[src/sv/r3fp_pkg.sv]
// ----------------------------------------------------------------------------
// r3fp_pkg: shared types and constants for the radix-3 Feistel permutation
// Field widths, digit geometry, reciprocal constants for the constant
// dividers, and the per-round digit weight tables.
// ----------------------------------------------------------------------------
`default_nettype none

package r3fp_pkg;

  localparam int FIELD_W     = 13;
  localparam int HALF_DIGITS = 8;
  localparam int RADIX       = 3;
  localparam int ROUND_COUNT = 4;

  // modulus of one half: RADIX^HALF_DIGITS, must stay below 2^FIELD_W
  localparam int MODULUS = RADIX ** HALF_DIGITS;

  localparam int DIGIT_W = $clog2(RADIX);

  // floor(x / RADIX) = (x * DIV_RECIP) >> DIV_SHIFT, exact for x < 2^FIELD_W
  localparam int     DIV_SHIFT   = FIELD_W + $clog2(RADIX);
  localparam longint DIV_RECIP   = ((longint'(1) << DIV_SHIFT) + RADIX - 1) / RADIX;
  localparam int     DIV_RECIP_W = $clog2(DIV_RECIP + 1);

  // floor(x / MODULUS), same construction
  localparam int     MOD_SHIFT   = FIELD_W + $clog2(MODULUS);
  localparam longint MOD_RECIP   = ((longint'(1) << MOD_SHIFT) + MODULUS - 1) / MODULUS;
  localparam int     MOD_RECIP_W = $clog2(MOD_RECIP + 1);

  typedef logic [FIELD_W-1:0] half_t;

  typedef struct packed {
    half_t left_half;
    half_t right_half;
  } in_item_t;

  typedef struct packed {
    half_t out_left;
    half_t out_right;
  } out_item_t;

  typedef struct packed {
    half_t left;
    half_t right;
  } half_pair_t;

  // row[d] = (d * key^pos) mod MODULUS
  typedef logic [RADIX-1:0][FIELD_W-1:0] term_row_t;

  function automatic term_row_t term_row(input int key, input int pos);
    term_row_t row;
    longint    pw;
    pw = 1 % MODULUS;
    for (int i = 0; i < pos; i++) begin
      pw = (pw * key) % MODULUS;
    end
    for (int d = 0; d < RADIX; d++) begin
      row[d] = half_t'((d * pw) % MODULUS);
    end
    return row;
  endfunction

endpackage

`default_nettype wire

[src/sv/r3fp_reduce.sv]
// ----------------------------------------------------------------------------
// r3fp_reduce: input reduction mod RADIX^HALF_DIGITS
// Two stages: reciprocal multiply for the quotient, then multiply back and
// subtract for the remainder. Both halves in parallel.
// ----------------------------------------------------------------------------
`default_nettype none

module r3fp_reduce (
  input  logic                  clk,
  input  logic                  rst,
  input  logic                  en,
  input  logic                  in_valid,
  input  r3fp_pkg::half_pair_t  in_pair,
  output logic                  out_valid,
  output r3fp_pkg::half_pair_t  out_pair
);

  localparam int PROD_W = r3fp_pkg::FIELD_W + r3fp_pkg::MOD_RECIP_W;
  typedef logic [PROD_W-1:0] prod_t;

  prod_t                prod_left;
  prod_t                prod_right;
  r3fp_pkg::half_t      quot_left_next;
  r3fp_pkg::half_t      quot_right_next;

  logic                 valid_q;
  r3fp_pkg::half_pair_t pair_q;
  r3fp_pkg::half_t      quot_left;
  r3fp_pkg::half_t      quot_right;

  assign prod_left       = prod_t'(in_pair.left) * prod_t'(r3fp_pkg::MOD_RECIP);
  assign prod_right      = prod_t'(in_pair.right) * prod_t'(r3fp_pkg::MOD_RECIP);
  assign quot_left_next  = r3fp_pkg::half_t'(prod_left >> r3fp_pkg::MOD_SHIFT);
  assign quot_right_next = r3fp_pkg::half_t'(prod_right >> r3fp_pkg::MOD_SHIFT);

  always_ff @(posedge clk) begin
    if (rst) begin
      valid_q <= 1'b0;
    end else if (en) begin
      valid_q <= in_valid;
    end
  end

  always_ff @(posedge clk) begin
    if (en) begin
      pair_q     <= in_pair;
      quot_left  <= quot_left_next;
      quot_right <= quot_right_next;
    end
  end

  always_ff @(posedge clk) begin
    if (rst) begin
      out_valid <= 1'b0;
    end else if (en) begin
      out_valid <= valid_q;
    end
  end

  // remainder is below the modulus, so the low bits of the difference suffice
  always_ff @(posedge clk) begin
    if (en) begin
      out_pair.left  <= pair_q.left
                        - r3fp_pkg::half_t'(quot_left * r3fp_pkg::half_t'(r3fp_pkg::MODULUS));
      out_pair.right <= pair_q.right
                        - r3fp_pkg::half_t'(quot_right * r3fp_pkg::half_t'(r3fp_pkg::MODULUS));
    end
  end

endmodule

`default_nettype wire

[config.mk]
export PLATFORM = sky130hd
export DESIGN_NAME = r3fp_reduce
export DESIGN_NICKNAME = d
export VERILOG_FILES = /design/src/sv/r3fp_pkg.sv /design/src/sv/r3fp_reduce.sv
export SDC_FILE = /design/constraint.sdc
export NUM_CORES = 1
export LEC_CHECK = 0
export ABC_AREA = 1
export CAP_MARGIN = 20
export CORE_MARGIN = 3
export CORE_UTILIZATION = 45
export CTS_BUF_LIST = sky130_fd_sc_hd__clkbuf_16
export DETAILED_ROUTE_END_ITERATION = 8
export DONT_BUFFER_PORTS = 1
export SYNTH_ARGS = -nofsm -noshare
export SYNTH_HDL_FRONTEND = slang
export SYNTH_SLANG_ARGS = --single-unit
[constraint.sdc]
create_clock -name clk -period 5.9 [get_ports clk]
set_clock_uncertainty 0.05 [all_clocks]
set_input_delay 0.885 -clock clk [delete_from_list [all_inputs] [get_ports clk]]
set_output_delay 0.885 -clock clk [all_outputs]
set_load 0.01 [all_outputs]
Word-level counts from Yosys, hierarchy flattened
Cells that the tools add are included.

storage, ports and cells
  register bits after elaboration = 56
  input bits = 30
  output and inout bits = 27

cells by class
  $add $sub $neg = 2
  multiply operators = 4

operators by type and width
  operator                count
  $mul 13x14->27 const B  2
  $mul 1x13->13 const B   2
  $sub 13x13->13          2

Depth between registers and ports, before layout
  word-level depth = 2
  mapped depth = 22

Worst setup path before layout
OpenSTA, ideal clock, no wires.

  path kind = input to register
  from = input in_pair[7] (netlist name)
  to = register quot_right[0], data pin
  library setup time = 0.253 ns
  arrival = 4.584 ns
  path slack = 1.013 ns
  stages = 20
  buffers on the path = 0
  cell sequence = inv_1 -> fa_1 -> inv_1 -> fa_1 -> fa_1 -> fa_1 -> inv_1 -> fa_1 -> inv_1 -> ha_1 -> nand2_1 -> inv_1 -> nand2_1 -> nand2_1 -> nand2_1 -> nand2_1 -> nand2_1 -> nand3_1 -> nand2_1 -> nand2_1

on the way
  cells in the longest elaborated chain, start to end = 1

ends and longest elaborated chain
  what                    RTL line           source
  start: declaration      r3fp_reduce.sv:13  input r3fp_pkg::half_pair_t in_pair,
  $mul 13x14->27          r3fp_reduce.sv:32  assign prod_right = prod_t'(in_pair.right) * prod_t'(r3fp_pkg::MOD_RECIP);
  net prod_right[26]      r3fp_reduce.sv:22  prod_t prod_right;
  end signal: assignment  r3fp_reduce.sv:48  quot_right <= quot_right_next;
  end: declaration        r3fp_reduce.sv:29  r3fp_pkg::half_t quot_right;

The timed path passes the listed nets, and every way through them passes these cells.
A chain may end at the register's enable or synchronous reset.

Worst setup path after layout
Ends and elaborated chain as after synthesis.

==> reports/results.ini <==
[sta]
finalSetupViolations = 0
tns_ps = 0
hold_viol = 0
relSlewSlack = 0.672
slew_viol_final = 0
worstMarginPinSlew_ps = 491
clock.fmax_mhz = 211
fin_crit_sh = 0.802
min_period_ps = 4730
rsz0062_at_grt = no

[logic_synthesis]
synth_top_cell_by_area = ha_1
synth_nets = 1196
synthMostInstantiatedCell = inv_1
yosysUniqueCellTypes = 26
yosysWarnings = 0
yosysSeqAreaShare = 0.196
ys.flop_type = edfxtp_1
synth_edf_count = 54
synth_area_leaders = ha_1, fa_1, edfxtp_1
synth_area_per_cell_um2 = 9.71
yosysTopAreaCellShare = 0.271
synthArstFlopShare = 0
synth-seq-cells = 56
ys_top_cells_by_count = inv_1, ha_1, nand2_1
netlist_instances = 874
synth_area_um2 = 8490

[critical_path]
regToRegSetupSlack_ps = 4000
r2r-start = quot_left[0]$_DFFE_PP_
reg2reg_depth = 8
cp-start-kind = primary input
crit_path_end_kind = register
path_class = primary input to register
crit_arrival_ps = 4740
reg2reg_to = out_pair[25]$_DFFE_PP_
crit_fanout = 6
cp.required_ps = 5910

[clock_tree]
cts_sinks = 56
root_buffer = clkbuf_16
clockBufferDepth = 2
cts_resized = 0
clk_pin_slew_ps = 80
htree_num_levels = 2
cts.hold.buffers_added = 0
clk_latency_ps = 300
cts_tree = built
cts_setup_buffers = 0
cts_buffers = 5

[layout]
regArea_um2 = 1660
multiInputGateArea_um2 = 5940
antenna_cells = 0
fillCellCount = 1735
drive_above_1_share = 0.0352
nNetsFinal = 1201
syn_to_final_growth_pct = 5.05

[detailed_routing]
vias = 5183
wl_per_cell_um = 13.2
drt_iter0_drc = 182
drtAntennaViolNets = 0
drc_errors = 0
routed_wl_um = 14600
via_per_inst = 4.67
drt_first_pass_iters = 4

[global_route]
grt_pass1_vias = 5311
grt_pass1_wl_um = 25400
antenna_found_initial = 0
grt-ovfl-total = 0
grtUsageTotal = 0.154
grt_max_degree = 58

[floorplanning]
die_h_um = 143
die_width_um = 143
core-area_um2 = 18300
dieArea_um2 = 20600
boundaryPins = 57
start_util = 0.465
rows = 49

[placed_design]
gp_congestion = 0.805
dpl.hpwl_um = 12800
portBuffers = 0

[power]
irDropWorstVdd_mv = 0.171
p_leak_nw = 4.83
powerDensity_nw_per_um2 = 361
p_total_w = 0.00322

[run]
maxCapViolCount = 0

[status]
outcome = completed

[min_path]
holdPathStages = 2
worstHoldStart = valid_q$_SDFFE_PP0P_
hold_class = register to register
min_to = out_valid$_SDFFE_PP0P_

cells by family after synthesis:
family,share of synthesized area
AOI/OAI and AO/OA,0.0364
xor gates and xnor gates,0.0382
adders and majority gates,0.526
buffers and inverters,0.105
DFF,0.196
and+or+nand+nor,0.0989
cell usage in the layout, fill, tap and decap left out, types with 3 or more instances in the layout:
| cell type | netlist | routed |
|---|---|---|
| inv_1 | 233 | 233 |
| ha_1 | 184 | 184 |
| nand2_1 | 128 | 128 |
| fa_1 | 108 | 108 |
| edfxtp_1 | 54 | 54 |
| nor2_1 | 31 | 31 |
| a21oi_1 | 30 | 30 |
| xor2_1 | 26 | 26 |
| nand3_1 | 16 | 16 |
| xnor2_1 | 11 | 11 |
| a21o_1 | 11 | 11 |
| or2_2 | 9 | 9 |
| clkbuf_16 | 0 | 5 |
| nand2_2 | 4 | 4 |
| o21bai_1 | 3 | 3 |
| o21ai_1 | 3 | 3 |
| nand4_1 | 3 | 3 |
| o21ai_0 | 3 | 3 |
worst max-delay path by stage:
stage / end / from / depth (start not counted) / slack [ps]
final: quot_right[0]$_DFFE_PP_ / in_pair[7] / 20 / 1170
after global routing: quot_left[0]$_DFFE_PP_ / in_pair[20] / 20 / 890
after CTS: quot_right[0]$_DFFE_PP_ / in_pair[7] / 20 / 1150
after detailed placement: quot_right[0]$_DFFE_PP_ / in_pair[7] / 20 / 840
after global placement: quot_right[0]$_DFFE_PP_ / in_pair[1] / 18 / 900
after floorplan: quot_right[0]$_DFFE_PP_ / in_pair[7] / 20 / 1010
flip-flops by register name (all words and copies together) (netlist names):
register    cells
out_valid       1
valid_q         1
out_pair       26
pair_q         26
quot_left       1
quot_right      1
layout make-up:
cell class,count,area share
clock buffer,5,0.0140
multi-input combinational,581,0.666
tap,229,0.0321
inverter,235,0.0989
clock inverter,3,0.00309
sequential,56,0.186
through the flow:
stage	util	hold WS [ps]	instance area, um^2	instances	worst slack [ps]
finish	0.488	402	8920	1109	1170
global placement	0.480	390	8770	1101	898
floorplan	-	380	8490	874	1010
CTS	0.488	405	8920	1109	1150
global route	0.488	425	8920	1109	888
detailed placement	0.480	393	8770	1101	835
metal layers:
metal / track usage / wire [um] / vias up
met1: 0.231 / 7540 / 2396
met2: 0.250 / 6690 / 56
met4: 0.0188 / 89 / 0
met3: 0.0160 / 309 / 8
li1: - / - / 2723
met5: 0 / 0 / -
critical path: stages:
cell and delay [ps]:
inv_1 40, fa_1 620, inv_1 140, fa_1 500, fa_1 510, fa_1 540
inv_1 50, fa_1 520, inv_1 40, ha_1 300, nand2_1 90, inv_1 40
nand2_1 60, nand2_1 50, nand2_1 50, nand2_1 50, nand2_1 70, nand3_1 70
nand2_1 60, nand2_1 40
power by group:
group	total (W)	switching (W)	internal, W
registers	0.000551	0.0000429	0.000508
clock network	0.000307	0.000146	0.000161
logic	0.00236	0.00133	0.00103
total	0.00322	0.00152	0.00170
Power figures use the tool's default switching activity.
