`config.mk`:
```
export PLATFORM = sky130hd
export DESIGN_NAME = r3fp_round
export DESIGN_NICKNAME = d
export VERILOG_FILES = /design/src/sv/r3fp_pkg.sv /design/src/sv/r3fp_round.sv
export SDC_FILE = /design/constraint.sdc
export NUM_CORES = 1
export LEC_CHECK = 0
export BUFFER_PORTS_ARGS = -buffer_cell sky130_fd_sc_hd__buf_4
export CAP_MARGIN = 20
export CORE_MARGIN = 2
export CORE_UTILIZATION = 40
export DETAILED_ROUTE_END_ITERATION = 8
export SLEW_MARGIN = 10
export SYNTH_ARGS = -nofsm -noshare
export SYNTH_HDL_FRONTEND = slang
export SYNTH_SLANG_ARGS = --single-unit
export TNS_END_PERCENT = 100
```
`constraint.sdc`:
```
create_clock -name clk -period 11.85 [get_ports clk]
set_input_delay 1.185 -clock clk [delete_from_list [all_inputs] [get_ports clk]]
set_output_delay 1.185 -clock clk [all_outputs]
set_load 0.005 [all_outputs]
```
`src/sv/r3fp_pkg.sv`:
```
// ----------------------------------------------------------------------------
// r3fp_pkg: shared types and constants for the radix-3 Feistel permutation
// Field widths, digit geometry, reciprocal constants for the constant
// dividers, and the per-round digit weight tables.
// ----------------------------------------------------------------------------
`default_nettype none

package r3fp_pkg;

  localparam int FIELD_W     = 13;
  localparam int HALF_DIGITS = 8;
  localparam int RADIX       = 3;
  localparam int ROUND_COUNT = 4;

  // modulus of one half: RADIX^HALF_DIGITS, must stay below 2^FIELD_W
  localparam int MODULUS = RADIX ** HALF_DIGITS;

  localparam int DIGIT_W = $clog2(RADIX);

  // floor(x / RADIX) = (x * DIV_RECIP) >> DIV_SHIFT, exact for x < 2^FIELD_W
  localparam int     DIV_SHIFT   = FIELD_W + $clog2(RADIX);
  localparam longint DIV_RECIP   = ((longint'(1) << DIV_SHIFT) + RADIX - 1) / RADIX;
  localparam int     DIV_RECIP_W = $clog2(DIV_RECIP + 1);

  // floor(x / MODULUS), same construction
  localparam int     MOD_SHIFT   = FIELD_W + $clog2(MODULUS);
  localparam longint MOD_RECIP   = ((longint'(1) << MOD_SHIFT) + MODULUS - 1) / MODULUS;
  localparam int     MOD_RECIP_W = $clog2(MOD_RECIP + 1);

  typedef logic [FIELD_W-1:0] half_t;

  typedef struct packed {
    half_t left_half;
    half_t right_half;
  } in_item_t;

  typedef struct packed {
    half_t out_left;
    half_t out_right;
  } out_item_t;

  typedef struct packed {
    half_t left;
    half_t right;
  } half_pair_t;

  // row[d] = (d * key^pos) mod MODULUS
  typedef logic [RADIX-1:0][FIELD_W-1:0] term_row_t;

  function automatic term_row_t term_row(input int key, input int pos);
    term_row_t row;
    longint    pw;
    pw = 1 % MODULUS;
    for (int i = 0; i < pos; i++) begin
      pw = (pw * key) % MODULUS;
    end
    for (int d = 0; d < RADIX; d++) begin
      row[d] = half_t'((d * pw) % MODULUS);
    end
    return row;
  endfunction

endpackage

`default_nettype wire

```
`src/sv/r3fp_round.sv`:
```
// ----------------------------------------------------------------------------
// r3fp_round: one Feistel round with a fixed key
// One stage per digit of the right half (least significant first), each
// peeling a digit and adding its weighted term mod M, then one stage for the
// XOR, reduction and swap.
// ----------------------------------------------------------------------------
`default_nettype none

module r3fp_round #(
  parameter int KEY = 1
) (
  input  logic                  clk,
  input  logic                  rst,
  input  logic                  en,
  input  logic                  in_valid,
  input  r3fp_pkg::half_pair_t  in_pair,
  output logic                  out_valid,
  output r3fp_pkg::half_pair_t  out_pair
);

  localparam int N      = r3fp_pkg::HALF_DIGITS;
  localparam int PROD_W = r3fp_pkg::FIELD_W + r3fp_pkg::DIV_RECIP_W;
  localparam int SUM_W  = r3fp_pkg::FIELD_W + 1;
  typedef logic [PROD_W-1:0] prod_t;
  typedef logic [SUM_W-1:0]  sum_t;

  logic            tap_valid [N+1];
  r3fp_pkg::half_t tap_left  [N+1];
  r3fp_pkg::half_t tap_right [N+1];
  r3fp_pkg::half_t tap_x     [N+1];
  r3fp_pkg::half_t tap_acc   [N+1];

  assign tap_valid[0] = in_valid;
  assign tap_left[0]  = in_pair.left;
  assign tap_right[0] = in_pair.right;
  assign tap_x[0]     = in_pair.right;
  assign tap_acc[0]   = '0;

  for (genvar s = 0; s < N; s++) begin : g_digit
    // digit peeled here sits at position N-s counted from the top
    localparam r3fp_pkg::term_row_t TERMS = r3fp_pkg::term_row(KEY, N - s);

    prod_t                        prod;
    r3fp_pkg::half_t              quot;
    r3fp_pkg::half_t              rem_full;
    logic [r3fp_pkg::DIGIT_W-1:0] digit;
    sum_t                         sum;
    r3fp_pkg::half_t              acc_next;

    logic                         valid;
    r3fp_pkg::half_t              left;
    r3fp_pkg::half_t              right;
    r3fp_pkg::half_t              x;
    r3fp_pkg::half_t              acc;

    assign prod     = prod_t'(tap_x[s]) * prod_t'(r3fp_pkg::DIV_RECIP);
    assign quot     = r3fp_pkg::half_t'(prod >> r3fp_pkg::DIV_SHIFT);
    assign rem_full = tap_x[s]
                      - r3fp_pkg::half_t'(quot * r3fp_pkg::half_t'(r3fp_pkg::RADIX));
    assign digit    = rem_full[r3fp_pkg::DIGIT_W-1:0];
    assign sum      = sum_t'(tap_acc[s]) + sum_t'(TERMS[digit]);
    assign acc_next = (sum >= sum_t'(r3fp_pkg::MODULUS))
                      ? r3fp_pkg::half_t'(sum - sum_t'(r3fp_pkg::MODULUS))
                      : r3fp_pkg::half_t'(sum);

    always_ff @(posedge clk) begin
      if (rst) begin
        valid <= 1'b0;
      end else if (en) begin
        valid <= tap_valid[s];
      end
    end

    always_ff @(posedge clk) begin
      if (en) begin
        left  <= tap_left[s];
        right <= tap_right[s];
        x     <= quot;
        acc   <= acc_next;
      end
    end

    assign tap_valid[s+1] = valid;
    assign tap_left[s+1]  = left;
    assign tap_right[s+1] = right;
    assign tap_x[s+1]     = x;
    assign tap_acc[s+1]   = acc;
  end

  // left and F are both below M, so the XOR stays below 2M
  r3fp_pkg::half_t mix;
  r3fp_pkg::half_t right_next;

  assign mix        = tap_left[N] ^ tap_acc[N];
  assign right_next = (mix >= r3fp_pkg::half_t'(r3fp_pkg::MODULUS))
                      ? mix - r3fp_pkg::half_t'(r3fp_pkg::MODULUS)
                      : mix;

  always_ff @(posedge clk) begin
    if (rst) begin
      out_valid <= 1'b0;
    end else if (en) begin
      out_valid <= tap_valid[N];
    end
  end

  always_ff @(posedge clk) begin
    if (en) begin
      out_pair.left  <= tap_right[N];
      out_pair.right <= right_next;
    end
  end

endmodule

`default_nettype wire

```
# [Yosys cells after proc, flatten, opt, wreduce, memory -nomap -nowiden]
# Cells that the tools add are included.
[totals] word_cells=125 output_inout_bits=27 ff_bits=410
[classes] add_sub_neg=24 n_bitwise=1 order_cmp=17 muxes=25 multipliers=16
[op_table] operator="13-bit 2-to-1 mux" count=17
[op_table] operator="13-bit binary-select mux with 2-bit select" count=8
[op_table] operator="13-bit subtractor, second input constant" count=9
[op_table] operator="13-bit by 13-bit adder with 14-bit output" count=7
[op_table] operator="14-bit by 13-bit >= comparator with 1-bit output, second input constant" count=7
[op_table] operator="13-bit by 14-bit multiplier with 27-bit output, second input constant" count=1
[op_table] operator="13-bit >= comparator, second input constant" count=2
[op_table] operator="12-bit by 14-bit multiplier with 26-bit output, second input constant" count=1
[op_table] operator="11-bit by 14-bit multiplier with 25-bit output, second input constant" count=1
[op_table] operator="2-bit by 3-bit less-than comparator with 1-bit output, second input constant" count=8
[op_table] operator="10-bit by 14-bit multiplier with 24-bit output, second input constant" count=1
[op_table] operator="9-bit by 14-bit multiplier with 23-bit output, second input constant" count=1
[op_table] operator="8-bit by 14-bit multiplier with 22-bit output, second input constant" count=1
[op_table] operator="7-bit by 14-bit multiplier with 21-bit output, second input constant" count=1
[op_table] operator="10-bit by 2-bit multiplier with 2-bit output, second input constant" count=2
[op_table] operator="6-bit by 14-bit multiplier with 20-bit output, second input constant" count=1
[op_table] operator="2-bit subtractor" count=8
[op_table] operator="13-bit bitwise XOR" count=1
[op_table] operator="12-bit by 2-bit multiplier with 2-bit output, second input constant" count=1
[op_table] operator="11-bit by 2-bit multiplier with 2-bit output, second input constant" count=1
[op_table] operator="9-bit by 2-bit multiplier with 2-bit output, second input constant" count=1
[op_table] operator="8-bit by 2-bit multiplier with 2-bit output, second input constant" count=1
[op_table] operator="7-bit by 2-bit multiplier with 2-bit output, second input constant" count=1
[op_table] operator="6-bit by 2-bit multiplier with 2-bit output, second input constant" count=1

# [Longest topological paths before layout]
# Gate-level depths: netlist (run 1).
[depth] depth_word=8 ltp_mapped=37

# [Least setup slack after synthesis (run 1)]
# No wires, ideal clock.
[synth_timing] path_kind="reg2reg" startpoint="register g_digit[1].x[7]" endpoint="register g_digit[2].acc[4] (data pin)" n_path_buf=1 slack_ps=3658 t_required_ps=11586 setup_ps=264 arrival_ps=7928 period_less_slack_ps=8192 path_stages_with_launch=33 path_cell_list="edfxtp_1 > ha_1 > fa_1 > inv_1 > fa_1 > inv_1 > fa_1 > fa_1 > ha_1 > nand3_1 > o41ai_1 > xor2_1 > ha_1 > inv_1 > ha_1 > nor2_1 > xnor2_1 > xnor2_1 > xnor2_1 > nor2_1 > ha_1 > inv_1 > fa_1 > clkbuf_1 > nand2b_1 > nor3_1 > nor2_1 > a311oi_1 > o32ai_4 > a21boi_2 > mux2i_1 > o22ai_1 > xor2_1"
[synth_between] elab_chain_cells=8 elab_cells_between_ends=9 cone_classes="add/sub (3); mul (2); order compare (1); mux (3)"
[synth_rtl] item="start: declaration" line_no="r3fp_round.sv:53" rtl="r3fp_pkg::half_t x;"
[synth_rtl] item="start signal: assignment" line_no="r3fp_round.sv:78" rtl="x <= quot;"
[synth_rtl] item="11-bit by 14-bit multiplier with 25-bit output (*)" line_no="r3fp_round.sv:56" rtl="assign prod = prod_t'(tap_x[s]) * prod_t'(r3fp_pkg::DIV_RECIP);"
[synth_rtl] item="10-bit by 2-bit multiplier with 2-bit output (*)" line_no="r3fp_round.sv:59" rtl="- r3fp_pkg::half_t'(quot * r3fp_pkg::half_t'(r3fp_pkg::RADIX));"
[synth_rtl] item="2-bit subtractor (*)" line_no="r3fp_round.sv:59"
[synth_rtl] item="13-bit binary-select mux with 2-bit select (*)" line_no="r3fp_round.sv:61" rtl="assign sum = sum_t'(tap_acc[s]) + sum_t'(TERMS[digit]);"
[synth_rtl] item="13-bit 2-to-1 mux (implied by the code) (*)" line_no="r3fp_round.sv:61"
[synth_rtl] item="13-bit by 13-bit adder with 14-bit output (*)" line_no="r3fp_round.sv:61"
[synth_rtl] item="13-bit subtractor / 14-bit by 13-bit >= comparator with 1-bit output (equally long branches)" line_no="r3fp_round.sv:63, r3fp_round.sv:62"
[synth_rtl] item="13-bit 2-to-1 mux (*)" line_no="r3fp_round.sv:63" rtl="? r3fp_pkg::half_t'(sum - sum_t'(r3fp_pkg::MODULUS))"
[synth_rtl] item="net g_digit[2].acc_next[4]" line_no="r3fp_round.sv:48" rtl="r3fp_pkg::half_t acc_next;"
[synth_rtl] item="end signal: assignment" line_no="r3fp_round.sv:79" rtl="acc <= acc_next;"
[synth_rtl] item="end: declaration" line_no="r3fp_round.sv:54" rtl="r3fp_pkg::half_t acc;"
# Mark *: on every way through the listed nets, which the timed path passes. The rest lies on a longest branch. The select of a mux whose other input is x is not followed.
# A chain may end at the register's enable or synchronous reset.

# [Final worst setup path (run 1)]
# Same ends and word-level chain as after synthesis.

==> results of run 1 <==
-- stage by stage --
stage | area [um2] | utilization, % | hold WS, ns | std cells
CTS | 34530 | 44.43 | 0.3959 | 3855
global route | 34530 | 44.43 | 0.4174 | 3855
floorplan | 31550 | - | 0.4003 | 2722
detailed placement | 33120 | 42.62 | 0.4045 | 3777
finish | 34530 | 44.43 | 0.4059 | 3856
global placement | 33120 | 42.62 | 0.4003 | 3777
-- sequential cells by signal, summed over array words and instances (netlist names) --
signal         count
out_pair          26
g_digit.valid      8
g_digit.x         63
out_valid          1
g_digit.acc       93
g_digit.right    104
g_digit.left     104
-- per-layer routing --
layer / wire length, um / vias up / share of wire [%] / global-route usage [%]
met4: 948 / 2 / 1.7 / 3.342
met3: 1689 / 64 / 3.1 / 2.030
met5: 9 / - / 0.017 / 0
met1: 24280 / 9305 / 45 / 17.24
li1: - / 9589 / - / -
met2: 27470 / 184 / 51 / 24.46
-- area by class of cell --
type	count	area, um2
Clock inverter	21	257.7
Tap cell	1040	1301
Multi-Input combinational cell	1821	17750
Antenna cell	1	2.502
Sequential cell	399	11890
Timing Repair Buffer	59	462.9
Inverter	458	1719
Fill cell	7108	43190
Clock buffer	57	1149
-- cells in the mapped netlist, types with 5 or more instances --
cell type	count	share of area, %
dfxtp_1	9	0.57
or3_1	8	0.16
and2_1	22	0.44
nand4b_1	8	0.22
inv_1	458	5.5
nand2_1	111	1.3
nor2_1	139	1.7
o211ai_1	15	0.36
nor3b_1	5	0.12
clkbuf_1	26	0.31
fa_1	223	14
a211oi_1	17	0.40
xor2_1	75	2.1
a21o_1	26	0.62
ha_1	480	19
mux2_2	5	0.18
and4_1	6	0.17
a31oi_1	13	0.26
o21a_1	20	0.48
o21bai_1	13	0.31
nand4_1	36	0.71
xnor2_1	141	3.9
o311ai_0	5	0.14
mux2i_1	19	0.60
o22ai_1	8	0.16
a21boi_0	5	0.12
buf_2	9	0.14
nor4_1	12	0.24
a2111oi_0	9	0.25
nand2b_1	14	0.28
o22a_1	7	0.19
or2_2	6	0.12
edfxtp_1	390	37
o21ai_0	52	0.83
nand3_1	47	0.75
nand3b_1	7	0.17
and3_1	15	0.30
nor2b_1	13	0.26
a21oi_1	87	1.4
nor3_1	48	0.76
-- kinds of logic after synthesis --
group,synth area share [%]
simple gates,8.602
other cells,0.01190
xor+xnor,6.002
flops,37.73
buf+inv,6.070
fa+ha+maj,33.25
mux,0.8177
compound gates,7.519
-- worst max-delay path, delay by kind of cell, from the launching register on --
kind / cells / cell delay, ns
compound gates: 5 / 1.96
xor+xnor: 5 / 0.70
simple gates: 6 / 1.09
buf+inv: 4 / 0.28
flops: 1 / 0.47
fa+ha+maj: 10 / 4.13
mux: 1 / 0.21
-- final timing paths --
kind | from | cells past startpoint | to
setup / recovery | g_digit[1].x[7] | 31 | g_digit[2].acc[4]
hold / removal | g_digit[5].right[3] | 0 | g_digit[6].right[3]
setup reg to reg | g_digit[1].x[7] | 31 | g_digit[2].acc[4]
hold reg to reg | g_digit[5].right[3] | 0 | g_digit[6].right[3]
==> qor.csv, run 1 <==
stage;metric;value;unit
route;vias per cell;4.965;
final_layout;layout cells sized above 1;5.613;%
final_layout;P&R area growth vs syn;9.559;%
synth;Synth Warn #;0;
synth;Post-synth ARST share;0;%
sta;setup tns final;0;ns
synth;number of flops mapped to enable cells by yosys;390;
critical_path;Setup CP Type;flip-flop to flip-flop;
synth;Yosys reg bits;399;
sta;Fmax;0.1101;GHz
floorplanning;die area;0.08106;mm2
floorplanning;Die H;284.7;um
critical_path;CP arrival;9.41;ns
clocking;Sink Count;399;
sta;Hold Fails Final Rpt;0;
synth;Synth Cell Area;0.03152;mm2
floorplanning;core area;0.07772;mm2
global_routing;All-Layer GR Usage;13.65;%
route;post-DR wirelength/cell;14.11;um
final_layout;commonest cells after routing, fill and taps aside;ha_1 (480), inv_1 (458), edfxtp_1 (390);
global_routing;vias in the first global route;19950;
outcome;status;finished, final reports clean;
clocking;root buf cell;clkbuf_16;
sta;Slew Limit Fails;0;
sta;Rel. slew slack;31.48;%
global_routing;GRT overflow;0;
route;number of DRC markers in iteration 0;838;
clocking;CTS H-tree lvls;2;
route;Post-DRT Antenna Nets;0;
sta;final worst slack;2.765;ns
route;via count;19140;
global_routing;largest net degree at the start of global routing;168;
route;DR pass1 iterations;5;
sta;RSZ-0062 raised after global routing;false;
clocking;cts bufs inserted;43;
floorplanning;Ports;57;
critical_path;CP startpoint kind;flip-flop;
sta;worst clock skew;0.02500;ns
placed_design;pre-CTS setup slack;2.892;ns
clocking;post-CTS sizing;0;
sta;Final setup viols;0;
placed_design;HPWL after detailed placement;43.34;mm
critical_path;crit path max fanout;10;
clocking;later-pin clock latency in the skew report;0.60;ns
floorplanning;site row count;102;
critical_path;R2R setup slack;2.76;ns
synth;Seq/Total Area, Yosys;37.73;%
placed_design;Port Buffer Count;56;
global_routing;antenna violations before repair;2;
clocking;Clock Tree Buf Depth;3;
critical_path;CP required;12.17;ns
synth;Top FF cell, synth;edfxtp_1;
critical_path;Largest stage delay, worst path;0.91;ns
run;# Max-Cap Violations;0;
floorplanning;initial core utilization;40.55;%
floorplanning;Die Width;284.7;um
sta;Tightest Pin Transition;1.014;ns
sta;Tcrit/Tclk final;76.67;%
synth;Unique masters post-synth;96;
clocking;CTS tree;yes;
placed_design;RD Place Congestion;0.8531;
clocking;clk slew on worst S/H paths;0.06;ns
clocking;post-CTS setup buffer count;0;
final_layout;# nets final;3515;
clocking;CTS Hold Bufs;0;
final_layout;commonest non-fill, non-tap cell in the layout;ha_1;
route;DRC;0;
global_routing;global-route wire length before repair;93.73;mm
critical_path;Worst path slowest cell;o41ai_1;
sta;crit path time final;9.085;ns
synth;cell count after synthesis;2713;
route;WL final;54.40;mm
hold_path;hold crit path type;flip-flop to flip-flop;
critical_path;nature of the critical path endpoint;flip-flop;
synth;mean area per synthesized cell;11.62;um2
Power of run 1 is left out: the tool's default activity adds up to more than one toggle a clock period on the data nets, which glitch-free logic cannot reach.
==> run 2, diff against run 1 <==
==> constraint.sdc (replaced) <==
create_clock -name clk -period 9.2 [get_ports clk]
set_input_delay 0.92 -clock clk [delete_from_list [all_inputs] [get_ports clk]]
set_output_delay 0.92 -clock clk [all_outputs]
set_load 0.005 [all_outputs]
==> run 2 against run 1 <==
  * Routed wire length increased by 2.2%
  * Largest cell class unchanged
  * Critical path type unchanged
  * Utilization increased by 0.32 points
  * First-iteration DRC count rose by 3.6%
  * Flip-flop and latch count unchanged
==> qor.csv, run 2 (same netlist as run 1, synthesis figures left out) <==
stage;metric;value;unit
critical_path;RR Endpoint;g_digit[2].acc[4];
final_layout;biggest regs;g_digit.left x104, g_digit.right x104, g_digit.acc x93;
global_routing;largest net degree at the start of global routing;196;
critical_path;CP arrival;9.05;ns
route;via count;19270;
clocking;later-pin clock latency in the skew report;0.60;ns
hold_path;WHS Endpoint;g_digit[1].left[10];
final_layout;layout cells sized above 1;6.473;%
sta;Hold Fails Final Rpt;0;
critical_path;Setup CP Type;flip-flop to flip-flop;
global_routing;All-Layer GR Usage;13.92;%
critical_path;Worst path slowest cell;fa_1;
floorplanning;Die H;284.7;um
placed_design;HPWL after detailed placement;43.67;mm
final_layout;commonest cells after routing, fill and taps aside;ha_1 (480), inv_1 (458), edfxtp_1 (390);
critical_path;R2R setup slack;0.46;ns
hold_path;Worst Hold Depth;0;
final_layout;# nets final;3523;
critical_path;CP required;9.51;ns
final_layout;# fillers;7067;
sta;RSZ-0062 raised after global routing;false;
placed_design;Port Buffer Count;56;
clocking;CTS tree;yes;
placed_design;RD Place Congestion;0.8384;
sta;Slew Limit Fails;0;
clocking;clk slew on worst S/H paths;0.07;ns
global_routing;global-route wire length before repair;94.98;mm
critical_path;cells on worst reg2reg path;31;
clocking;Sink Count;399;
clocking;CTS Hold Bufs;0;
global_routing;antenna violations before repair;2;
sta;Tightest Pin Transition;0.9844;ns
floorplanning;Die Width;284.7;um
critical_path;RR Startpoint;g_digit[1].x[7];
sta;Final setup viols;0;
sta;setup tns final;0;ns
route;DRC;0;
critical_path;crit path max fanout;10;
clocking;Clock Tree Buf Depth;3;
floorplanning;core area;0.07772;mm2
global_routing;GRT overflow;0;
clocking;root buf cell;clkbuf_16;
clocking;cts bufs inserted;46;
global_routing;vias in the first global route;20140;
route;Post-DRT Antenna Nets;0;
final_layout;Post-Layout Cell Count;3867;
critical_path;Largest delay share family, worst path;adder cells;
critical_path;buffers and inverters on the worst path;4;
final_layout;P&R area growth vs syn;10.34;%
sta;Rel. slew slack;34.38;%
hold_path;Worst Hold Launch;g_digit[0].left[10];
floorplanning;Ports;57;
sta;crit path time final;8.738;ns
sta;worst clock skew;0.03154;ns
sta;Fmax;0.1144;GHz
route;number of DRC markers in iteration 0;868;
sta;Tcrit/Tclk final;94.98;%
placed_design;dpl cells;3780;
route;DR pass1 iterations;6;
floorplanning;site row count;102;
critical_path;Largest stage delay, worst path;0.62;ns
route;vias per cell;4.983;
floorplanning;die area;0.08106;mm2
critical_path;CP startpoint kind;flip-flop;
run;# Max-Cap Violations;0;
clocking;CTS H-tree lvls;2;
final_layout;area occupied by multi-input gates;0.01782;mm2
final_layout;Ant. Diodes;0;
final_layout;fin util;44.75;%
floorplanning;initial core utilization;40.55;%
route;post-DR wirelength/cell;14.38;um
route;WL final;55.61;mm
final_layout;commonest non-fill, non-tap cell in the layout;ha_1;
outcome;status;finished, final reports clean;
critical_path;nature of the critical path endpoint;flip-flop;
hold_path;hold crit path type;flip-flop to flip-flop;
final_layout;FF/Latch Area;0.01189;mm2
run 2: worst reg2reg max path, delay by kind of cell, from the launching register on:
kind,cells,cell delay [ns]
compound gates,5,1.22
xor+xnor,5,0.72
simple gates,6,1.23
flops,1,0.46
mux,1,0.21
buf+inv,4,0.46
fa+ha+maj,10,4.17
run 2: cell type report:
class                   instances  area share, %
multi-input cells            1821          51.23
flip-flops and latches        399          34.19
inverters                     458          4.943
well taps                    1040          3.742
clock buffers                  53          3.385
repair buffers                 64          1.439
clock inverters                32          1.072
run 2: how the worst max path moves through the flow:
stage | slack [ns] | cells after the start | from | endpoint
after floorplan | 1.01 | 32 | g_digit[1].x[7] | g_digit[2].acc[4]
after global placement | 0.43 | 31 | g_digit[2].x[6] | g_digit[3].acc[5]
after detailed placement | 0.18 | 32 | g_digit[2].x[6] | g_digit[3].acc[4]
after CTS | 0.15 | 32 | g_digit[2].x[6] | g_digit[3].acc[4]
after global routing | 0.008 | 31 | g_digit[1].x[7] | g_digit[2].acc[4]
final | 0.46 | 31 | g_digit[1].x[7] | g_digit[2].acc[4]
run 2: repair_timing:
item                                    CTS  global route
resized for setup                         0            14
setup buffers                             0             2
endpoints found under the setup margin    0            17
run 2: through the flow:
stage / worst slack (ns) / hold slack, ns / instance area (um2)
floorplan: 1.008 / 0.4003 / 31550
global placement: 0.4322 / 0.4002 / 33150
detailed placement: 0.1775 / 0.4045 / 33150
CTS: 0.1520 / 0.4098 / 34700
global route: 0.008098 / 0.4186 / 34780
finish: 0.4616 / 0.4007 / 34780
run 2: per-layer routing:
metal	global-route usage (%)	part of all wire [%]	vias up	wire [um]
met4	3.842	2.4	4	1325
met2	24.95	50	215	27940
met3	1.998	2.9	93	1636
met5	0	0.047	-	26
li1	-	-	9607	-
met1	17.46	44	9352	24680
Power of run 2 is left out for the same reason.
