<file path="config.mk">
export PLATFORM = sky130hd
export DESIGN_NAME = r3fp_out_buf
export DESIGN_NICKNAME = d
export VERILOG_FILES = /design/src/sv/r3fp_pkg.sv /design/src/sv/r3fp_out_buf.sv
export SDC_FILE = /design/constraint.sdc
export NUM_CORES = 1
export LEC_CHECK = 0
export BUFFER_PORTS_ARGS = -buffer_cell sky130_fd_sc_hd__clkbuf_2
export CAP_MARGIN = 40
export CORE_ASPECT_RATIO = 1.1
export CORE_MARGIN = 2
export CORE_UTILIZATION = 51
export DETAILED_ROUTE_END_ITERATION = 7
export GPL_TIMING_DRIVEN = 0
export PLACE_DENSITY = 0.88
export SYNTH_ARGS = -nofsm -noshare
export SYNTH_HDL_FRONTEND = slang
export SYNTH_SLANG_ARGS = --single-unit
</file>
<file path="constraint.sdc">
create_clock -name clk -period 3.4 [get_ports clk]
set_input_delay 0.17 -clock clk [delete_from_list [all_inputs] [get_ports clk]]
set_output_delay 0.17 -clock clk [all_outputs]
set_load 0.05 [all_outputs]
</file>
<file path="src/sv/r3fp_pkg.sv">
// ----------------------------------------------------------------------------
// r3fp_pkg: shared types and constants for the radix-3 Feistel permutation
// Field widths, digit geometry, reciprocal constants for the constant
// dividers, and the per-round digit weight tables.
// ----------------------------------------------------------------------------
`default_nettype none

package r3fp_pkg;

  localparam int FIELD_W     = 13;
  localparam int HALF_DIGITS = 8;
  localparam int RADIX       = 3;
  localparam int ROUND_COUNT = 4;

  // modulus of one half: RADIX^HALF_DIGITS, must stay below 2^FIELD_W
  localparam int MODULUS = RADIX ** HALF_DIGITS;

  localparam int DIGIT_W = $clog2(RADIX);

  // floor(x / RADIX) = (x * DIV_RECIP) >> DIV_SHIFT, exact for x < 2^FIELD_W
  localparam int     DIV_SHIFT   = FIELD_W + $clog2(RADIX);
  localparam longint DIV_RECIP   = ((longint'(1) << DIV_SHIFT) + RADIX - 1) / RADIX;
  localparam int     DIV_RECIP_W = $clog2(DIV_RECIP + 1);

  // floor(x / MODULUS), same construction
  localparam int     MOD_SHIFT   = FIELD_W + $clog2(MODULUS);
  localparam longint MOD_RECIP   = ((longint'(1) << MOD_SHIFT) + MODULUS - 1) / MODULUS;
  localparam int     MOD_RECIP_W = $clog2(MOD_RECIP + 1);

  typedef logic [FIELD_W-1:0] half_t;

  typedef struct packed {
    half_t left_half;
    half_t right_half;
  } in_item_t;

  typedef struct packed {
    half_t out_left;
    half_t out_right;
  } out_item_t;

  typedef struct packed {
    half_t left;
    half_t right;
  } half_pair_t;

  // row[d] = (d * key^pos) mod MODULUS
  typedef logic [RADIX-1:0][FIELD_W-1:0] term_row_t;

  function automatic term_row_t term_row(input int key, input int pos);
    term_row_t row;
    longint    pw;
    pw = 1 % MODULUS;
    for (int i = 0; i < pos; i++) begin
      pw = (pw * key) % MODULUS;
    end
    for (int d = 0; d < RADIX; d++) begin
      row[d] = half_t'((d * pw) % MODULUS);
    end
    return row;
  endfunction

endpackage

`default_nettype wire

</file>
<file path="src/sv/r3fp_out_buf.sv">
// ----------------------------------------------------------------------------
// r3fp_out_buf: two-entry output buffer
// Registered ready: it drops only when both entries hold an item, which
// keeps the downstream ready off the pipeline's enable path.
// ----------------------------------------------------------------------------
`default_nettype none

module r3fp_out_buf (
  input  logic                 clk,
  input  logic                 rst,
  input  logic                 in_valid,
  output logic                 in_ready,
  input  r3fp_pkg::out_item_t  in_item,
  output logic                 out_valid,
  input  logic                 out_ready,
  output r3fp_pkg::out_item_t  out_item
);

  logic                head_valid;
  logic                tail_valid;
  r3fp_pkg::out_item_t head;
  r3fp_pkg::out_item_t tail;
  logic                push;
  logic                pop;

  assign in_ready  = !tail_valid;
  assign out_valid = head_valid;
  assign out_item  = head;
  assign push      = in_valid && in_ready;
  assign pop       = head_valid && out_ready;

  always_ff @(posedge clk) begin
    if (rst) begin
      head_valid <= 1'b0;
      tail_valid <= 1'b0;
    end else begin
      case ({push, pop})
        2'b10: begin
          if (head_valid) begin
            tail_valid <= 1'b1;
          end else begin
            head_valid <= 1'b1;
          end
        end
        2'b01: begin
          if (tail_valid) begin
            tail_valid <= 1'b0;
          end else begin
            head_valid <= 1'b0;
          end
        end
        default: begin
        end
      endcase
    end
  end

  // push implies the tail is free, so a push with a pop refills the head
  always_ff @(posedge clk) begin
    if (push && !pop) begin
      if (head_valid) begin
        tail <= in_item;
      end else begin
        head <= in_item;
      end
    end else if (pop && !push && tail_valid) begin
      head <= tail;
    end else if (push && pop) begin
      head <= in_item;
    end
  end

endmodule

`default_nettype wire

</file>
* After elaboration in Yosys (flattened, before gate mapping)
Index checks and enable logic that the tools add are counted.
** Storage, ports and cells
- Flip-flop bits (word level) :: 54
- Bits of input ports :: 30
- Output and inout bits :: 28
- Logic and storage cells :: 34
** Operators by class
- Equality and inequality tests :: 5
- Mux-type cells :: 8
- Reductions and logical operators :: 15
** Operator list (number)
- two-way mux 26 bit :: 4
- AND reduction 2 bit :: 4
- logical AND 1 bit :: 6
- != test 2 bit (second input constant) :: 3
- one-hot mux 1 bit (2 select lines) :: 2
- zero test 1 bit :: 3
- nonzero test 3 bit :: 1
- equality test 2 x 1 -> 1 bit (second input constant) :: 1
- equality test 2 bit (second input constant) :: 1
- two-way mux 1 bit :: 2
- nonzero test 2 bit :: 1

* Logic depth before layout (Yosys ltp)
Gate-level depths: netlist of the first run.
- Depth in word-level cells :: 7
- Gate-level depth with buffers :: 3

* Worst setup path before layout of the first run
No wires, ideal clock.
- Path type :: register -> register
- Start :: register tail_valid
- End :: register tail[0] in the netlist's numbering (enable)
- Library setup time :: 0.448 ns
- Arrival :: 2.828 ns
- Path slack :: 0.124 ns
- Stages on the path, launching flop included :: 4
- Path buffers :: 0
- Path through :: dfxtp_1 > inv_1 > nand2_1 > nor3b_1
** On the way
- Longest elaborated chain between the ends :: 4
** Ends and longest elaborated chain
- start: declaration :: line r3fp_out_buf.sv:20 : logic tail_valid;
- start signal: assignment :: line r3fp_out_buf.sv:35 : tail_valid <= 1'b0;
- start signal: assignment :: line r3fp_out_buf.sv:40 : tail_valid <= 1'b1;
- start signal: assignment :: line r3fp_out_buf.sv:47 : tail_valid <= 1'b0;
- zero test 1 bit :: line r3fp_out_buf.sv:26 : assign in_ready = !tail_valid;
- net in_ready :: line r3fp_out_buf.sv:12 : output logic in_ready,
- logical AND 1 bit :: line r3fp_out_buf.sv:29 : assign push = in_valid && in_ready;
- logical AND 1 bit :: line r3fp_out_buf.sv:60 : if (push && !pop) begin
- AND reduction 2 bit (no line)
- end signal: assignment :: line r3fp_out_buf.sv:62 : tail <= in_item;
- end: declaration :: line r3fp_out_buf.sv:22 : r3fp_pkg::out_item_t tail;
The timed path passes the listed nets, and every way through them passes these cells.
A chain may end at the register's enable or synchronous reset.

* Final worst setup path of the first run
- Start :: register head_valid (netlist: out_valid)
- End :: register head, in the netlist out_item[23] (enable)
** On the way
- Longest elaborated chain between the ends :: 5
- Elaborated cells between the ends (all ways) :: 9
- Those cells by class :: 1 x eq/ne; 8 x reduce/logical
** Ends and longest elaborated chain
- start: declaration :: line r3fp_out_buf.sv:19 : logic head_valid;
- start signal: assignment :: line r3fp_out_buf.sv:34 : head_valid <= 1'b0;
- start signal: assignment :: line r3fp_out_buf.sv:42 : head_valid <= 1'b1;
- start signal: assignment :: line r3fp_out_buf.sv:49 : head_valid <= 1'b0;
- logical AND 1 bit :: line r3fp_out_buf.sv:30 : assign pop = head_valid && out_ready;
- zero test 1 bit or logical AND 1 bit (tied branches) :: line r3fp_out_buf.sv:60, r3fp_out_buf.sv:66
- logical AND 1 bit (on tied branches) :: line r3fp_out_buf.sv:60, r3fp_out_buf.sv:66
- != test 2 bit (no line) or nonzero test 3 bit (tied branches)
- AND reduction 2 bit (no line) *
- end signal: assignment :: line r3fp_out_buf.sv:64 : head <= in_item;
- end signal: assignment :: line r3fp_out_buf.sv:67 : head <= tail;
- end signal: assignment :: line r3fp_out_buf.sv:69 : head <= in_item;
- end: declaration :: line r3fp_out_buf.sv:21 : r3fp_pkg::out_item_t head;
Every way passes the cells marked *; elsewhere a longest branch is shown, timed or not.

==> results.md, run 1 <==
* Status: finished, final reports clean
* Most frequent cells after synthesis: edfxtp_1 (52), mux2_4 (20), mux2_2 (6)
* Final Cycle Share at 0.550
* Reg2Reg Setup Slack at between 1500 and 2000 ps
* Critical path data arrival time at about 1900 ps
* Largest net degree at the start of global routing at 16
* Root buf cell: clkbuf_8
* I/O pin cnt at just under 60
* Largest delay share family, worst path: compound AO/OA/AOI/OAI gates
* FF+latch count, synth at 54
* Sequential Area at about 0.0016 mm^2
* Cells along the critical path: nand2_1 > a22oi_2 > buf_8
* Min-delay src: rst
* Dominant synthesized flop cell: edfxtp_1
* Area of the multi-input gates at about 440 um^2
* TritonCTS buffer count at 5
* Wire per inst at about 15 um
* Initial antenna violation count at 0
* Antenna viol nets, final at 0
* Min-Delay Path Depth at 2
* Die Area at 0.00457 mm^2
* Vias in the first global route at 1,053
* GRT Total Usage at 0.148
* Final net count at 190
* CP Class: reg -> reg
* Post-synth top area share at 0.757
* Worst-margin pin slew at about 890 ps
* TritonCTS clock tree: yes
* Post-synthesis net count at between 100 and 150
* Setup repair after global routing missed its margin: no
* Worst R2R End: out_item[23]$_DFFE_PP_
* DRT iter0 DRCs at 31
* Setup violators final at 0
* Area delta synth->final at 23.0%
* Postcts setup bufs at 0
* Die Width at about 65 um
* Sequential area share after synthesis at 0.777
* Achievable Freq at between 0.5 and 0.6 GHz
* Mapped Area at a little over 0.002 mm^2
* Hold bufs inserted after CTS at 0
* Syn Area/Cell at 22.2 um^2
* Reg-to-Reg Start: out_valid$_SDFFE_PP0P_
* Vias at between 1,000 and 1,500
* Synth area leader: edfxtp_1
* Slowest-stage cell, CP: a22oi_2
* Max_cap viols at 0
* Core area at 0.00393 mm^2
* CP max stage delay at roughly 720 ps
* # resized after CTS at 0
* Tmin final at 1870 ps
* Total clock sinks at 54
* Post-Syn Instances at between 90 and 100
* # rows at 24
* Post-synth EDFFs at 52
* Min Hold Slack at 40.5 ps
* Critical Path End Type: flop
* Initial Util at 0.524
* First-pass GRT wire length at ~5 mm
* DR WL met3 at 201 um
* Top Metal Used: met4
* Synth warnings at 0
* Critical path peak fanout at 15
* Pleak at about 1.0 nW
* FFs w/ async S/R, synth at 0
* Worst slew margin at 0.406
* DR DRC count at 0
* Clock skew at around 5.6 ps
* Antenna diodes at 0
* Pwr Density at a little over 500 mW/mm^2
* Hold WC Path Type: in -> reg
* Count leader, synth: edfxtp_1
* Fillers at 288
* Port-buffer cells at 57
* WHS Endpoint: out_valid$_SDFFE_PP0P_
* Via density per instance at a little under 5
* Pre-CTS setup slack at 1510 ps
* Peak supply drop at around 0.28 mV
* Dpl hpwl at 2.44 mm
* Worst R2R Path Depth at 3
* Clock latency on the worst-skew pair at slightly below 300 ps
* H-Tree Level Count at 2
* Placer Congestion at around 0.74
* Hold Fails Final Rpt at 0
* Buffers & Inverters on Critical Path at 1
* Setup ws final at ~1500 ps
* Worst setup SP type: flop
* CTS Buffer Depth at 2
* Util after Layout at 0.645
* Clock slew at reported path FFs at 80 ps
* Share of cells above drive strength 1 at 0.606
* Final WL at between 3 and 4 mm
* Slew Viols, Final at 0
* Die height at between 70 and 80 um
* DR pass1 iterations at 4
* Netlist cell types at 13
* Met1 wire length at about 1.3 mm
* CP Data Required Time at approximately 3400 ps
* Grt ovf at 0
* Met2 WL at between 1.5 and 2 mm
* Top cells by area, synth: edfxtp_1 (76%), mux2_4 (15%), mux2_2 (3.3%)
## power breakdown
part	switching, mW	leakage (nW)	internal [mW]
clock	0.183	0.0373	0.141
sequential	0.0113	0.503	0.768
combinational	0.129	0.507	0.0557
total	0.324	1.05	0.965
## stage by stage
step | TNS, ps | cell area, um^2 | power, mW | cells
4_1_cts | 0 | 2540 | 1.30 | 212
6_report | 0 | 2540 | 1.29 | 212
3_5_place_dp | 0 | 2460 | 0.982 | 205
3_3_place_gp | -4570 | 2410 | 0.971 | 202
5_1_grt | 0 | 2540 | 1.34 | 212
2_1_floorplan | 0 | 2060 | 0.923 | 93
## layout by cell type (no fill, tap or decap), types with 2 or more instances in the layout
cell       n
mux2_2     6
nand2_1    2
mux2_4    20
edfxtp_1  52
inv_1      2
clkbuf_8   5
dfxtp_1    2
clkbuf_2  57
a21oi_1    2
buf_6      3
## logic make-up after synthesis
kind of cell           Yosys count  share of synthesized area
AOI/OAI and AO/OA                5                     0.0146
DFF                             54                      0.777
muxes                           26                      0.178
buffers and inverters            4                     0.0146
and+or+nand+nor                  4                     0.0158
## worst max-delay path by stage
stage                             from                      to  slack (ps)  depth (start not counted)
2_1_floorplan  tail_valid$_SDFFE_PP0P_       tail[0]$_DFFE_PP_         120                          3
3_3_place_gp   tail_valid$_SDFFE_PP0P_      tail[13]$_DFFE_PP_        -180                          3
3_5_place_dp    out_valid$_SDFFE_PP0P_   out_item[2]$_DFFE_PP_        1510                          3
4_1_cts         out_valid$_SDFFE_PP0P_  out_item[23]$_DFFE_PP_        1510                          3
5_1_grt         out_valid$_SDFFE_PP0P_  out_item[23]$_DFFE_PP_        1380                          3
6_report        out_valid$_SDFFE_PP0P_  out_item[23]$_DFFE_PP_        1530                          3
## worst register-to-register path, cell delays in order (launching register included)
cell and delay, ps:
dfxtp_1 510, nand2_1 110, a22oi_2 720, buf_8 240
## flip-flops by register name, indices dropped and copies added, names as in the netlist
register    flops
tail_valid      1
out_valid       1
tail           26
out_item       26
## final cells by class
class | instances | area share
clock buffers | 6 | 0.0286
inverters | 2 | 0.00296
flip-flops and latches | 54 | 0.631
multi-input cells | 35 | 0.174
repair buffers | 60 | 0.126
plain buffers | 2 | 0.00888
well taps | 52 | 0.0257
clock inverters | 1 | 0.00296
## metal layers
metal,up-vias,global-route usage
met1,498,0.185
met3,4,0.0445
met5,-,0
met4,0,0.0567
met2,43,0.244
li1,505,-
Power figures use the tool's default switching activity.
==> run 2: changes to the inputs <==
--- a/config.mk
+++ b/config.mk
@@ -9,10 +9,10 @@
 export CAP_MARGIN = 40
 export CORE_ASPECT_RATIO = 1.1
 export CORE_MARGIN = 2
-export CORE_UTILIZATION = 51
+export CORE_UTILIZATION = 46
 export DETAILED_ROUTE_END_ITERATION = 7
 export GPL_TIMING_DRIVEN = 0
-export PLACE_DENSITY = 0.88
+export PLACE_DENSITY = 0.85
 export SYNTH_ARGS = -nofsm -noshare
 export SYNTH_HDL_FRONTEND = slang
 export SYNTH_SLANG_ARGS = --single-unit
==> constraint.sdc (replaced) <==
create_clock -name clk -period 1.5 [get_ports clk]
set_input_delay 0.075 -clock clk [delete_from_list [all_inputs] [get_ports clk]]
set_output_delay 0.075 -clock clk [all_outputs]
set_load 0.05 [all_outputs]
==> run 2 against run 1 <==
Against the previous run: clock power rose to 3.4 times the previous value; sequential power up 130%; combinational power rose to 2.7 times the previous value; total power rose to 2.6 times the previous value; worst hold slack better by 37 ps; non-clock buffer count up 31; critical path type unchanged; clock skew about the same; flip-flop and latch count unchanged; clock-buffer cell count down 1; first-iteration DRC count up 120%; register-to-register slack worse by 1400 ps.
==> results.md, run 2 (synthesis results as in run 1) <==
* Status: finished, final reports clean
* Share of cells above drive strength 1 at 0.552 (-0.0542)
* TritonCTS clock tree: yes
* Pleak at 1.22 nW (+16%)
* Final WL at 3.87 mm (+21%)
* Min-delay src: in_valid
* Vias in the first global route at 1,286 (+22%)
* DR pass1 iterations at 4 (unchanged)
* Flop pwr share at 0.526 (-0.079)
* Slowest-stage cell, CP: dfxtp_2
* Critical path peak fanout at 8 (-7)
* GRT Total Usage at 0.167 (+0.0195)
* P_sw at 778 uW (+140%)
* I/O pin cnt at 58 (unchanged)
* Initial Util at 0.478 (-0.0465)
* Setup violators final at 0 (unchanged)
* Clock skew at 5.81 ps (+0.225 ps)
* Area delta synth->final at 41.4%
* Final Cycle Share at 0.904 (+0.354)
* CTS Buffer Depth at 2 (unchanged)
* Total clock sinks at 54 (unchanged)
* Pre-CTS setup slack at -311 ps (-1820 ps)
* Placer Congestion at 0.693 (-6.1%)
* Largest net degree at the start of global routing at 18 (+2)
* Sequential Area at 0.00160 mm^2 (+0.16%)
* # rows at 25 (+4.2%)
* Die Width at 67.8 um (+5.0%)
* WHS Endpoint: out_valid$_SDFFE_PP0P_
* Clock share of power at 0.325 (+0.073)
* DR DRC count at 0 (unchanged)
* Met1 usage at 0.179 (-0.00523)
* Slew Viols, Final at 0 (unchanged)
* Die height at 74.2 um (+5.0%)
* Root buf cell: clkbuf_8
* Core area at 0.00432 mm^2 (+9.7%)
* Achievable Freq at 0.738 GHz (+38%)
* Worst slew margin at 0.765 (+0.359)
* Antenna diodes at 0 (unchanged)
* P_int at 2.59 mW (+170%)
* DP Area at 0.00247 mm^2 (+0.76%)
* Met3 Usage GRT at 0.0378 (-0.00669)
* Initial antenna violation count at 0 (unchanged)
* Combinational cell fraction of total power at 0.149 (+0.006)
* Final std cells w/o fill at 246 (+16%)
* Via density per instance at 4.77 (-3.7%)
* Worst R2R End: out_item[6]$_DFFE_PP_
* Worst setup SP type: flop
* Peak supply drop at 0.702 mV (+150%)
* Pwr Density at 1150 mW/mm^2 (+130%)
* Clock slew at reported path FFs at 90 ps (about the same)
* # resized after CTS at 0 (unchanged)
* Critical path data arrival time at 1370 ps (-510 ps)
* CP max stage delay at 430 ps (-290 ps)
* Tmin final at 1360 ps (-513 ps)
* DRT iter0 DRCs at 67 (+120%)
* Clock latency on the worst-skew pair at 290 ps (about the same)
* Port-buffer cells at 57 (unchanged)
* First-pass GRT wire length at 5.96 mm (+20%)
* Fillers at 313 (+8.7%)
* Most frequent cells in the layout: clkbuf_2 (57), edfxtp_1 (52), dlygate4sd3_1 (27)
* Min Hold Slack at 77.7 ps (+37.2 ps)
* Worst-margin pin slew at 352 ps (-539 ps)
* CP Class: reg -> reg
* Commonest non-fill, non-tap cell in the layout: clkbuf_2
* Cells along the critical path: nand2_1 > a22oi_2 > buf_4
* Hold Fails Final Rpt at 0 (unchanged)
* Die Area at 0.00503 mm^2 (+10%)
* Vias at 1,173 (+12%)
* Setup ws final at 144 ps (-1390 ps)
* Hold WC Path Type: in -> reg
* Grt ovf at 0 (unchanged)
* Final instance area at 0.00292 mm^2 (+15%)
* Final net count at 221 (+16%)
* Min-Delay Path Depth at 3 (+1)
* Worst R2R Path Depth at 3 (unchanged)
* Wire per inst at 15.7 um (+4.4%)
* Critical Path End Type: flop
* DP Cell Count at 206 (+0.49%)
* Sw frac at 0.231 (-0.0198)
* Reg2Reg Setup Slack at 140 ps (-1390 ps)
* CP Data Required Time at 1510 ps (-1900 ps)
* Setup repair after global routing missed its margin: no
* Reg-to-Reg Start: out_valid$_SDFFE_PP0P_
* TritonCTS buffer count at 5 (unchanged)
* Area of the multi-input gates at 454 um^2 (+3.1%)
* Antenna viol nets, final at 0 (unchanged)
* Util after Layout at 0.675 (+0.0306)
* Busiest grt layer: met2
* Max_cap viols at 0 (unchanged)
* H-Tree Level Count at 2 (unchanged)
* Met2 usage at 0.304 (+0.0597)
## run 2: changes by cell type in the layout (fill, tap and decap cells not counted), moves of 2 or more
| cell | previous run | this run |
|---|---|---|
| dlygate4sd3_1 | 0 | 27 |
| buf_4 | 1 | 5 |
| bufinv_16 | 0 | 2 |
| dfxtp_1 | 2 | 0 |
| dfxtp_2 | 0 | 2 |
## run 2: metal layers
| metal | share of wire | vias up |
|---|---|---|
| li1 | - | 562 |
| met1 | 0.35 | 563 |
| met2 | 0.58 | 38 |
| met3 | 0.035 | 10 |
| met4 | 0.030 | 0 |
| met5 | 0 | - |
## run 2: what timing repair did
item / CTS / global route
endpoints found under the setup margin: 43 / 0
hold buffers: 27 / 0
endpoints found under the hold margin: 28 / 0
setup buffers: 5 / 0
## run 2: layout make-up
type,count,area share
Buffer,2,0.00773
Clock buffer,5,0.0236
Clock inverter,3,0.0219
Inverter,2,0.00386
Multi-Input combinational cell,35,0.156
Sequential cell,54,0.550
Tap cell,54,0.0232
Timing Repair Buffer,91,0.214
## run 2: through the flow
step / setup TNS, ps / total power, mW
floorplan: -17240 / 2.10
global placement: -21420 / 2.21
detailed placement: -7640 / 2.24
CTS: 0 / 3.39
global route: 0 / 3.48
finish: 0 / 3.37
## run 2: worst max-delay path, delay by kind of cell, from the launching register on
kind | cells | cell delay (ps)
AO/OA/AOI/OAI | 1 | 320
buffers and inverters | 1 | 220
flip-flops | 1 | 430
AND/OR/NAND/NOR | 1 | 100
## run 2: how the worst max path moves through the flow
stage | from | endpoint | slack, ps
after detailed placement | tail_valid$_SDFFE_PP0P_ | out_item[21]$_DFFE_PP_ | -310
after global routing | out_valid$_SDFFE_PP0P_ | out_item[19]$_DFFE_PP_ | 90
after floorplan | tail_valid$_SDFFE_PP0P_ | out_item[0]$_DFFE_PP_ | -370
after CTS | out_valid$_SDFFE_PP0P_ | out_item[19]$_DFFE_PP_ | 130
final | out_valid$_SDFFE_PP0P_ | out_item[6]$_DFFE_PP_ | 140
after global placement | tail_valid$_SDFFE_PP0P_ | out_item[21]$_DFFE_PP_ | -480
## run 2: power groups by stage
stage	Sequential (mW)	Clock, mW	Combinational (mW)
2_1_floorplan	2.00	0	0.104
3_3_place_gp	1.80	0	0.408
3_5_place_dp	1.81	0	0.433
4_1_cts	1.77	1.12	0.503
5_1_grt	1.78	1.18	0.523
6_report	1.77	1.10	0.500
==> run 3: changes to the inputs <==
--- a/config.mk
+++ b/config.mk
@@ -7,12 +7,14 @@
 export LEC_CHECK = 0
 export BUFFER_PORTS_ARGS = -buffer_cell sky130_fd_sc_hd__clkbuf_2
 export CAP_MARGIN = 40
+export CELL_PAD_IN_SITES_DETAIL_PLACEMENT = 1
+export CELL_PAD_IN_SITES_GLOBAL_PLACEMENT = 2
 export CORE_ASPECT_RATIO = 1.1
 export CORE_MARGIN = 2
-export CORE_UTILIZATION = 46
+export CORE_UTILIZATION = 33
 export DETAILED_ROUTE_END_ITERATION = 7
 export GPL_TIMING_DRIVEN = 0
-export PLACE_DENSITY = 0.85
+export PLACE_DENSITY = 0.83
 export SYNTH_ARGS = -nofsm -noshare
 export SYNTH_HDL_FRONTEND = slang
 export SYNTH_SLANG_ARGS = --single-unit
==> run 3 against run 2 <==
Against the previous run: setup slack lost 29 ps; maximum frequency shrank 2.1%; clock skew shrank 2.5 ps; sequential share of layout area grew 0.095 points; register-to-register slack lost 30 ps; critical endpoint is now out_item[12]$_DFFE_PP_; utilization shrank 20 points.
==> results.md, run 3 (synthesis results as in run 1) <==
* Critical Path End Type: flop
* DR DRC count at 0 (unchanged)
* Commonest non-fill, non-tap cell in the layout: clkbuf_2
* Hold Fails Final Rpt at 0 (unchanged)
* Fillers at 592 (+89%)
* Final WL at 4.07 mm (+5.0%)
* TritonCTS buffer count at 5 (unchanged)
* TritonCTS clock tree: yes
* Total clock sinks at 54 (unchanged)
* Pleak at 1.19 nW (-2.0%)
* Final Cycle Share at 0.923 (+0.0192)
* Critical path peak fanout at 10 (+2)
* Worst-margin pin slew at 291 ps (-61.2 ps)
* Port-buffer cells at 57 (unchanged)
* # rows at 30 (+20%)
* Most frequent cells in the layout: clkbuf_2 (57), edfxtp_1 (52), dlygate4sd3_1 (27)
* Reg2Reg Setup Slack at 120 ps (-30 ps)
* DP Cell Count at 232 (+13%)
* Placer Congestion at 0.665 (-4.0%)
* Root buf cell: clkbuf_8
* CTS Buffer Depth at 2 (unchanged)
* Die Width at 79.4 um (+17%)
* H-Tree Level Count at 2 (unchanged)
* Initial antenna violation count at 0 (unchanged)
* First-pass GRT wire length at 6.37 mm (+6.8%)
* Share of cells above drive strength 1 at 0.547 (-0.00471)
* DRT iter0 DRCs at 75 (+12%)
* Core area at 0.00612 mm^2 (+42%)
* Cells along the critical path: nand3_4 > buf_6 > mux2_4
* Setup violators final at 0 (unchanged)
* Achievable Freq at 0.722 GHz (-2.1%)
* Die Area at 0.00690 mm^2 (+37%)
* Vias at 1,177 (+0.34%)
* Grt ovf at 0 (unchanged)
* Antenna diodes at 0 (unchanged)
* Max_cap viols at 0 (unchanged)
* Hold WC Path Type: in -> reg
* Status: finished, final reports clean
* GRT Total Usage at 0.124 (-0.0436)
* CP max stage delay at 430 ps (about the same)
* I/O pin cnt at 58 (unchanged)
* Vias in the first global route at 1,306 (+1.6%)
* Final net count at 219 (-0.90%)
* Die height at 86.9 um (+17%)
* Clock skew at 3.33 ps (-2.48 ps)
* Largest delay share family, worst path: flip-flops
* Clock latency on the worst-skew pair at 300 ps (about the same)
* Via density per instance at 4.36 (-8.6%)
* Clock slew at reported path FFs at 90 ps (about the same)
* Antenna viol nets, final at 0 (unchanged)
* Tot Pwr at 3.20 mW (-4.8%)
* Dpl hpwl at 2.91 mm
* Slowest-stage cell, CP: dfxtp_2
* # resized after CTS at 0 (unchanged)
* Setup repair after global routing missed its margin: no
* Largest net degree at the start of global routing at 19 (+1)
* Slew Viols, Final at 0 (unchanged)
* CP Class: reg -> reg
* Peak supply drop at 0.546 mV (-22%)
* Final std cells w/o fill at 270 (+9.8%)
* Tmin final at 1380 ps (+28.7 ps)
* Pwr Density at 1100 mW/mm^2 (-4.7%)
* Critical path data arrival time at 1440 ps (+70 ps)
* Worst setup SP type: flop
* Worst slew margin at 0.807 (+0.0416)
* DR pass1 iterations at 4 (unchanged)
* Wire per inst at 15.1 um (-4.3%)
* Area delta synth->final at 41.1%
* Buffers & Inverters on Critical Path at 1 (unchanged)
* CP Data Required Time at 1550 ps (+40 ps)
* Initial Util at 0.337 (-0.141)
run 3: worst reg2reg max path: cells and delay by family, from the launching register on:
| family | cells | cell delay (ps) |
|---|---|---|
| DFF | 1 | 430 |
| buffers and inverters | 1 | 220 |
| muxes | 1 | 310 |
| and+or+nand+nor | 1 | 190 |
run 3: final cells by class:
| cell class | instances | area [um^2] | area share |
|---|---|---|---|
| plain buffers | 2 | 22.5 | 0.00774 |
| flip-flops and latches | 54 | 1600 | 0.551 |
| clock buffers | 6 | 72.6 | 0.0249 |
| inverters | 2 | 11.3 | 0.00387 |
| multi-input cells | 35 | 454 | 0.156 |
| well taps | 80 | 100 | 0.0344 |
| clock inverters | 2 | 37.5 | 0.0129 |
| repair buffers | 89 | 608 | 0.209 |
run 3: power breakdown:
| part | switching (mW) | internal, mW | leakage [nW] |
|---|---|---|---|
| clock | 0.442 | 0.498 | 0.0514 |
| sequential | 0.0274 | 1.74 | 0.504 |
| combinational | 0.312 | 0.181 | 0.636 |
run 3: metal layers:
| layer | GRT usage | wire [um] |
|---|---|---|
| met1 | 0.138 | 1620 |
| met2 | 0.227 | 2190 |
| met3 | 0.0373 | 237 |
| met4 | 0.0376 | 19 |
| met5 | 0 | 0 |
run 3: timing repair:
action                     CTS  global route
setup endpoints to repair   36             0
hold endpoints to repair    28             0
buffers inserted             3             0
hold buffers                27             0
run 3: final timing paths:
check,startpoint,end,cells after the start
setup / recovery,out_valid$_SDFFE_PP0P_,out_item[12]$_DFFE_PP_,3
hold / removal,in_valid,out_valid$_SDFFE_PP0P_,3
setup reg to reg,out_valid$_SDFFE_PP0P_,out_item[12]$_DFFE_PP_,3
hold reg to reg,tail[1]$_DFFE_PP_,out_item[1]$_DFFE_PP_,1
run 3: stage by stage:
stage	setup TNS [ps]	cell area [um^2]	hold slack, ps	util	setup WS (ps)
detailed placement	-5020	2510	270	0.410	-154
floorplan	-17240	2090	137	-	-365
CTS	0	2910	53.0	0.476	99.2
global placement	-26120	2480	241	0.405	-553
global route	0	2910	54.5	0.476	70.0
finish	0	2910	64.7	0.476	116
